### src/design/fpcs_pkg.sv
// ----------------------------------------------------------------------------
// Frequency/period counter select package
// Shared widths, codes and constant tables of the reciprocal counter stage.
// ----------------------------------------------------------------------------
package fpcs_pkg;

  localparam int CountW   = 32;
  localparam int FreqW    = 46;
  localparam int NumW     = 44;
  localparam int ScaleW   = 14;
  localparam int CfgIdxW  = 2;
  localparam int CfgDataW = 2;
  localparam int WideW    = FreqW + 4;

  localparam logic [CountW-1:0] LowCountLimit = 32'd1000;

  typedef enum logic [CfgIdxW-1:0] {
    CFG_METER   = 2'd0,
    CFG_GATE    = 2'd1,
    CFG_REF     = 2'd2,
    CFG_PERIODS = 2'd3
  } cfg_idx_e;

  typedef enum logic {
    KIND_FREQ   = 1'b0,
    KIND_PERIOD = 1'b1
  } kind_e;

  typedef enum logic [4:0] {
    ST_IDLE  = 5'b00001,
    ST_MUL   = 5'b00010,
    ST_DIV   = 5'b00100,
    ST_SCALE = 5'b01000,
    ST_DONE  = 5'b10000
  } state_e;

  // Millihertz per gate count.
  function automatic logic [ScaleW-1:0] gate_scale(input logic meter,
                                                   input logic [1:0] gate);
    logic [ScaleW-1:0] s;
    if (!meter) begin
      s = 14'd10000;
    end else begin
      case (gate)
        2'd0:    s = 14'd10000;
        2'd1:    s = 14'd1000;
        default: s = 14'd100;
      endcase
    end
    return s;
  endfunction

  // Reference factor times periods factor times 1000, a power of ten.
  function automatic logic [NumW-1:0] period_numerator(input logic meter,
                                                       input logic [1:0] ref_sel,
                                                       input logic [1:0] per_sel);
    logic [1:0]      p;
    logic [2:0]      e;
    logic [NumW-1:0] n;
    p = (per_sel == 2'd3) ? 2'd2 : per_sel;
    e = {1'b0, ref_sel} + {1'b0, p};
    if (!meter) begin
      n = 44'd1000000000;
    end else begin
      case (e)
        3'd0:    n = 44'd100000000;
        3'd1:    n = 44'd1000000000;
        3'd2:    n = 44'd10000000000;
        3'd3:    n = 44'd100000000000;
        3'd4:    n = 44'd1000000000000;
        default: n = 44'd10000000000000;
      endcase
    end
    return n;
  endfunction

endpackage

### src/design/fpcs_div.sv
// ----------------------------------------------------------------------------
// Frequency/period counter select divider
// Restoring divider, one quotient bit per cycle through one subtractor.
// ----------------------------------------------------------------------------
module fpcs_div
  import fpcs_pkg::*;
(
  input  logic              clk_i,
  input  logic              rst_ni,
  input  logic              start_i,
  input  logic [NumW-1:0]   dividend_i,
  input  logic [CountW-1:0] divisor_i,
  output logic              done_o,
  output logic [NumW-1:0]   quotient_o
);

  localparam int CntW = $clog2(NumW + 1);

  logic              busy_q;
  logic              done_q;
  logic [CntW-1:0]   cnt_q;
  logic [CountW-1:0] rem_q;
  logic [CountW-1:0] dvs_q;
  logic [NumW-1:0]   quo_q;

  logic [CountW:0]   rem_shift;
  logic [CountW:0]   rem_diff;
  logic              take;

  assign rem_shift = {rem_q, quo_q[NumW-1]};
  assign rem_diff  = rem_shift - {1'b0, dvs_q};
  assign take      = (rem_shift >= {1'b0, dvs_q});

  always_ff @(posedge clk_i or negedge rst_ni) begin
    if (!rst_ni) begin
      busy_q <= 1'b0;
      done_q <= 1'b0;
      cnt_q  <= '0;
    end else begin
      done_q <= busy_q && (cnt_q == CntW'(1));
      if (start_i) begin
        busy_q <= 1'b1;
        cnt_q  <= CntW'(NumW);
      end else if (busy_q) begin
        cnt_q <= cnt_q - CntW'(1);
        if (cnt_q == CntW'(1)) begin
          busy_q <= 1'b0;
        end
      end
    end
  end

  always_ff @(posedge clk_i) begin
    if (start_i) begin
      rem_q <= '0;
      dvs_q <= divisor_i;
      quo_q <= dividend_i;
    end else if (busy_q) begin
      rem_q <= take ? rem_diff[CountW-1:0] : rem_shift[CountW-1:0];
      quo_q <= {quo_q[NumW-2:0], take};
    end
  end

  assign done_o     = done_q;
  assign quotient_o = quo_q;

endmodule

### config.mk
export PLATFORM = sky130hd
export DESIGN_NAME = fpcs_div
export DESIGN_NICKNAME = d
export VERILOG_FILES = /design/src/design/fpcs_pkg.sv /design/src/design/fpcs_div.sv
export SDC_FILE = /design/constraint.sdc
export NUM_CORES = 1
export LEC_CHECK = 0
export BUFFER_PORTS_ARGS = -buffer_cell sky130_fd_sc_hd__buf_2
export CORE_MARGIN = 2
export CORE_UTILIZATION = 60
export CTS_CLUSTER_SIZE = 24
export DETAILED_ROUTE_END_ITERATION = 16
export PLACE_DENSITY_LB_ADDON = 0.1
export SETUP_SLACK_MARGIN = 0.4
export SYNTH_ARGS = -nofsm -noshare
export SYNTH_HDL_FRONTEND = slang
export SYNTH_SLANG_ARGS = --single-unit
### constraint.sdc
create_clock -name clk_i -period 4.7 [get_ports clk_i]
set_input_delay 0.235 -clock clk_i [delete_from_list [all_inputs] [get_ports clk_i]]
set_output_delay 0.235 -clock clk_i [all_outputs]
set_load 0.02 [all_outputs]
==> metrics, run 1 <==
Pwr Total=~4.5 mW; largest net degree at the start of global routing=between 70 and 80; drt drc=0; syn nets=716; flip-flop and latch count after synthesis=around 120; switching power=1.66 mW; worst slew pin tran=around 1.0 ns; Comb pwr share=approximately two fifths; synthesis-to-finish area growth=29.3%; MaxCap Viol Count=0; Max transition margin=between 30% and 40%; Final Instance Count excl. Fillers=about 940; most frequent cells in the layout=buf_2 (122), edfxtp_1 (76), dlygate4sd3_1 (61), nor2_1 (48); CTS Sinks=roughly 120; buffers added on ports=between 100 and 150; detailed-route via count=~5500; fin worst setup slack=approximately 1.4 ns; Post-synth top flop=edfxtp_1; Routed Antenna Nets=0; Mapped Cells=~600; WHS=between 0.03 and 0.04 ns; busiest layer in global routing=met2; DR iter-0 viols=between 300 and 400; final instance area=~8300 µm²; Hold Vio Cnt, Final=0; Ys Warns=0; crit end category=flop; commonest non-fill, non-tap cell in the layout=buf_2; Worst VDD drop=between 0.3 and 0.4 mV; clock share of power=~28%; Tot GR Track Use=approximately 31%; M3 GR Usage=about 9.7%; crit path max fanout=15; RePlAce Congestion=around 0.96; internal power=approximately 2.9 mW; Fin Setup TNS=0 ns; M1 GR Usage=~36%; final net count=roughly 900; met2 Track Usage GR=a little over half; fin util=about 80%; DR vias/cell=a little under 6; CTS max path bufs=2; RSZ-0062 raised after global routing=no; Synth area leader=edfxtp_1; Flop pwr share=31.9%; ys async rst share=a little under 7%; GR Overflow Total=0; Final Skew=0.0109 ns; Final Slew Violations=0; upper clock frequency limit=~300 MHz; # Post-CTS Setup Buffers=0; post-placement setup slack=approximately 1.4 ns; Skew-Pair Late Insertion Delay=roughly 0.53 ns; IO Pins=approximately 120; die width=about 110 µm; # setup viols final=0; Yosys top cell area share=roughly 35%; Site Rows=37; Power Density=roughly 540 nW/µm²; vias in the first global route=roughly 5700; drt pass-1 iters=4; Detailed Place HPWL=~11000 µm; HP Class=in -> reg; Initial Util=between 60 and 70%; Clock Pin Slew Worst Setup and Hold Paths=roughly 0.060 ns; total CTS buffers=17; Startpoint Class=flop; WL per Instance=18.4 µm; Die ar.=approximately 12000 µm²; Fill cells=660; post-layout minimum cycle time=3.32 ns; EDFF count, synth=76; antenna cell count=0; status=finished, final reports clean; Cells after DPL=~840; initial antenna violation count=0; P_leak=around 3.7 nW; CTS tree=built; final worst path period share=between 70% and 80%; Avg Synthesized Cell Area=10.7 µm²; first-pass GRT wire length=about 28000 µm; H-tree lvl count=4; sequential share of the synthesized area=around half; Post-DP Area=around 7000 µm²; final wirelength=around 17000 µm; Synth area leaders=edfxtp_1 (35%), dfxtp_1 (9.9%), mux2_2 (7.9%), ha_1 (6.6%), dfrtp_1 (3.1%); synthesized area=~6400 µm²; sw frac=a little over a third; core area=roughly 10000 µm²; CP required=between 5 and 6 ns; critical path class=reg -> reg; Die Y=between 100 and 150 µm; Root Driver=clkbuf_8; Distinct cells, synth=57; WP data arrival=between 3 and 4 ns; share of cells above drive strength 1=approximately a quarter
## cells in the mapped netlist (all sizes together), types with 7 or more instances
master / instances
a211oi: 14
ha: 34
clkbuf: 13
xnor2: 15
mux2: 45
dfxtp: 32
nor2: 49
a21oi: 40
a311oi: 7
a31oi: 8
buf: 9
inv: 45
mux2i: 15
dfrtp: 8
edfxtp: 76
a32oi: 7
nand2b: 8
nand3: 9
nand2: 43
xor2: 14
a21o: 17
o21ai: 27
## worst max-delay path: stages (launching register included)
cell,delay (ns)
edfxtp_1,0.37
inv_1,0.06
ha_1,0.29
nor2b_1,0.17
o2111ai_1,0.17
a21oi_2,0.23
o311ai_2,0.20
a2111oi_4,0.42
or2_1,0.52
buf_4,0.36
mux2i_1,0.25
a211oi_1,0.11
## final cells by class
class / count / area [µm²] / share of cell area (%)
clock buffers: 24 / 480 / 5.76
clock inverters: 8 / 100 / 1.20
inverters: 45 / 169 / 2.03
multi-input cells: 419 / 3040 / 36.4
flip-flops and latches: 116 / 3120 / 37.5
well taps: 136 / 170 / 2.04
repair buffers: 188 / 1260 / 15.1
## power by group through the flow
| stage | Sequential [mW] | Combinational [mW] | Clock, mW |
|---|---|---|---|
| after global routing | 1.46 | 1.99 | 1.32 |
| final | 1.44 | 1.80 | 1.28 |
| after global placement | 1.44 | 1.69 | 0 |
| after detailed placement | 1.45 | 1.72 | 0 |
| after floorplan | 1.47 | 1.34 | 0 |
| after CTS | 1.43 | 1.78 | 1.27 |
## kinds of logic after synthesis
family	Yosys count	share of synthesized area (%)
multiplexers	60	10.2
AND/OR/NAND/NOR	147	10.5
flip-flops	116	48.4
buffers and inverters	67	4.44
adder cells (fa/ha/maj)	35	6.91
XOR/XNOR	29	3.94
AO/OA/AOI/OAI	148	15.5
## sequential cells by signal, summed over array words and instances, names as in the netlist
name / count
rem_q: 32
cnt_q: 6
dvs_q: 32
done_o: 1
busy_q: 1
quotient_o: 44
## final timing paths
path                                startpoint             end  slack (ns)  cells past startpoint
max in group asynchronous               rst_ni        cnt_q[5]        4.42                      2
worst max-delay path                  dvs_q[1]        rem_q[3]        1.38                     11
worst min-delay path            dividend_i[34]  quotient_o[34]        0.03                      2
worst max register to register        dvs_q[1]        rem_q[3]        1.38                     11
worst min register to register       rem_q[20]       rem_q[20]        0.48                      2
min in group asynchronous               rst_ni          done_o        0.11                      2
## routing by layer
metal  up-vias  share of wire [%]
met5         -                  0
met4         0                3.1
met3        52                7.7
met2       238                 50
met1      2575                 39
li1       2594                  -
## what timing repair did
item	in CTS	in global routing
resized for setup	0	0
setup endpoints to repair	0	0
hold buffers	60	1
endpoints found under the hold margin	67	1
No activity file was read; power rests on OpenSTA's default activity.
==> inputs of run 2 (changes only) <==
- ABC_AREA: unset -> 1
- CORE_UTILIZATION: 60 -> 52
- clock period: 4.7 -> 2.9 ns (I/O delays scaled with it)
==> run 2 against run 1 <==
Net effect:
- worst setup slack got worse by 0.77 ns
- count of clock-buffer cells in the layout fell by 6
- critical path type unchanged
- combinational power fell by 65%
- wire length rose by 9.4%
- global-route usage fell by 4.6 points
- first-iteration DRC count rose by 19%
- sequential cell count did not move
- area after synthesis rose by 14%
- critical path depth rose by 4
- die area rose by 31%
- clock power rose by 52%
==> metrics, run 2 <==
Fill cells=approximately 1200; ys async rst share=6.90%; Setup crit end=rem_q[24]; DR iter-0 viols=approximately 400; die width=123 µm; MaxCap Viol Count=0; post-placement setup slack=between 0.5 and 0.6 ns; detailed-route via count=6935; EDFF count, synth=76; Max transition margin=around 56%; share of cells above drive strength 1=approximately 14%; Post-synth top flop=edfxtp_1; drt pass-1 iters=5; CP peak stage delay=0.42 ns; worst slew pin tran=roughly 0.65 ns; # setup viols final=0; final net count=~1400; Tot GR Track Use=26.6%; Die ar.=15100 µm²; crit end category=flop; Avg Synthesized Cell Area=roughly 7.0 µm²; Synth area leaders=edfxtp_1 (31%), nand2_1 (24%), inv_1 (9.6%), dfxtp_1 (8.7%), ha_1 (5.8%); Crit path depth=15; synthesis-to-finish area growth=27.9%; Clock Pin Slew Worst Setup and Hold Paths=around 0.06 ns; Reg2Reg Depth=15; Power Density=479 nW/µm²; Synth area leader=edfxtp_1; CP required=approximately 3.2 ns; IO Pins=about 120; post-layout minimum cycle time=around 2.3 ns; largest net degree at the start of global routing=58; Yosys top cell area share=between 30% and 40%; WP data arrival=2.60 ns; drt drc=0; vias in the first global route=between 6000 and 7000; Ys Warns=0; total CTS buffers=17; RePlAce Congestion=0.947; Distinct cells, synth=36; reg-to-reg slack, setup=0.62 ns; syn nets=about 1200; met2 Track Usage GR=between 40% and 50%; Root Driver=clkbuf_16; sequential share of the synthesized area=a little over two fifths; worst-path cell chain=inv_1, ha_1, fa_1, inv_1, nand3_1, nand3_1, nand2_1, nand3_1, nand2_1, nand3_1, nand2_1, nand2_1, nand2_1, nand3_1, nand2_1; Skew-Pair Late Insertion Delay=roughly 0.42 ns; cell family with most CP delay=simple AND/OR/NAND/NOR gates; Fin Setup TNS=0 ns; core area=between 10000 and 15000 µm²; Mapped Cells=1060; initial antenna violation count=0; final wirelength=approximately 19000 µm; Worst VDD drop=between 0.4 and 0.5 mV; most frequent cell after synthesis=nand2_1; H-tree lvl count=4; Site Rows=43; Hold Vio Cnt, Final=0; cell mode on critical path=nand2_1; Multi-input gate area=between 3000 and 4000 µm²; CTS Sinks=approximately 120; first-pass GRT wire length=about 32000 µm; CTS max path bufs=2; RSZ-0062 raised after global routing=no; DR vias/cell=4.78; Final Skew=between 0.008 and 0.009 ns; CTS tree=built; busiest layer in global routing=met2; antenna cell count=0; flip-flop and latch count after synthesis=116; crit path max fanout=3; buffers added on ports=approximately 120; M1 GR Usage=32.7%; most frequent cells in the layout=nand2_1 (478), inv_1 (188), buf_2 (123), nand3_1 (79), edfxtp_1 (76); status=finished, final reports clean; RR Endpoint=rem_q[24]; P_leak=5.15 nW; Slowest cell on crit path=fa_1; Startpoint Class=flop; upper clock frequency limit=438 MHz; final worst path period share=between 70% and 80%; crit path from=quotient_o[43]; M3 GR Usage=6.92%; CP bufs+invs=2; fin worst setup slack=~0.6 ns; commonest non-fill, non-tap cell in the layout=nand2_1; Die Y=around 120 µm; Detailed Place HPWL=~13000 µm; GR Overflow Total=0; synthesized area=7370 µm²; WL per Instance=13.0 µm; HP Class=in -> reg; Routed Antenna Nets=0; Final Slew Violations=0; worst flop-to-flop path startpoint=quotient_o[43]; Initial Util=53.1%; critical path class=reg -> reg; top cells by count, synth=nand2_1 (478), inv_1 (189), nand3_1 (79); total area of sequential cells=3120 µm²; max FFs per register=44
-- run 2: cells by family (layout without fill, tap and decap cells) --
kind of cell,count (synthesis),in the layout,synth area share [%]
AOI/OAI and AO/OA,32,32,2.51
and+or+nand+nor,644,644,35.8
xor gates and xnor gates,14,14,1.66
DFF,116,116,42.4
adders and majority gates,35,35,6.05
buffers and inverters,219,429,11.6
-- run 2: worst min-delay path by stage --
stage                    from  cells past startpoint             end
4_1_cts        dividend_i[10]                      3  quotient_o[10]
5_1_grt        dividend_i[33]                      3  quotient_o[33]
3_3_place_gp           rst_ni                      1        cnt_q[5]
6_report       dividend_i[10]                      3  quotient_o[10]
2_1_floorplan          rst_ni                      0          busy_q
3_5_place_dp           rst_ni                      1        cnt_q[5]
-- run 2: per-layer routing --
layer	vias up	wire length, µm
met2	190	9040
met1	3086	8410
met5	-	0
li1	3637	-
met4	0	281
met3	22	1110
-- run 2: area by class of cell --
| class | count | share of cell area [%] |
|---|---|---|
| Tap cell | 180 | 2.39 |
| Multi-Input combinational cell | 725 | 36.1 |
| Inverter | 193 | 7.69 |
| Sequential cell | 116 | 33.2 |
| Clock inverter | 14 | 1.20 |
| Clock buffer | 18 | 4.56 |
| Timing Repair Buffer | 204 | 14.9 |
-- run 2: what timing repair did --
item | 4_1_cts | 5_1_grt
gates resized for setup | 0 | 2
endpoints found under the setup margin | 0 | 33
hold buffers | 71 | 0
hold endpoints to repair | 78 | 0
setup buffers | 0 | 1
-- run 2: worst min-delay path, cell delays in order --
cell,delay (ns)
buf_2,0.08
nand2_1,0.05
nand2_1,0.06
-- run 2: report_power, final --
part | internal (mW) | switching, mW
Clock | 1.17 | 0.774
Sequential | 1.88 | 0.0552
Combinational | 0.265 | 0.374
-- run 2: through the flow --
stage	utilization [%]	power, mW	area [µm²]	hold slack, ns	cells
floorplan	-	2.32	7370	-0.151	1060
global placement	58.7	2.51	8150	-0.00288	1346
detailed placement	58.7	2.52	8150	0.00287	1346
CTS	67.7	4.53	9400	0.00656	1449
global route	67.9	4.71	9420	0.0260	1450
finish	67.9	4.52	9420	0.0201	1450
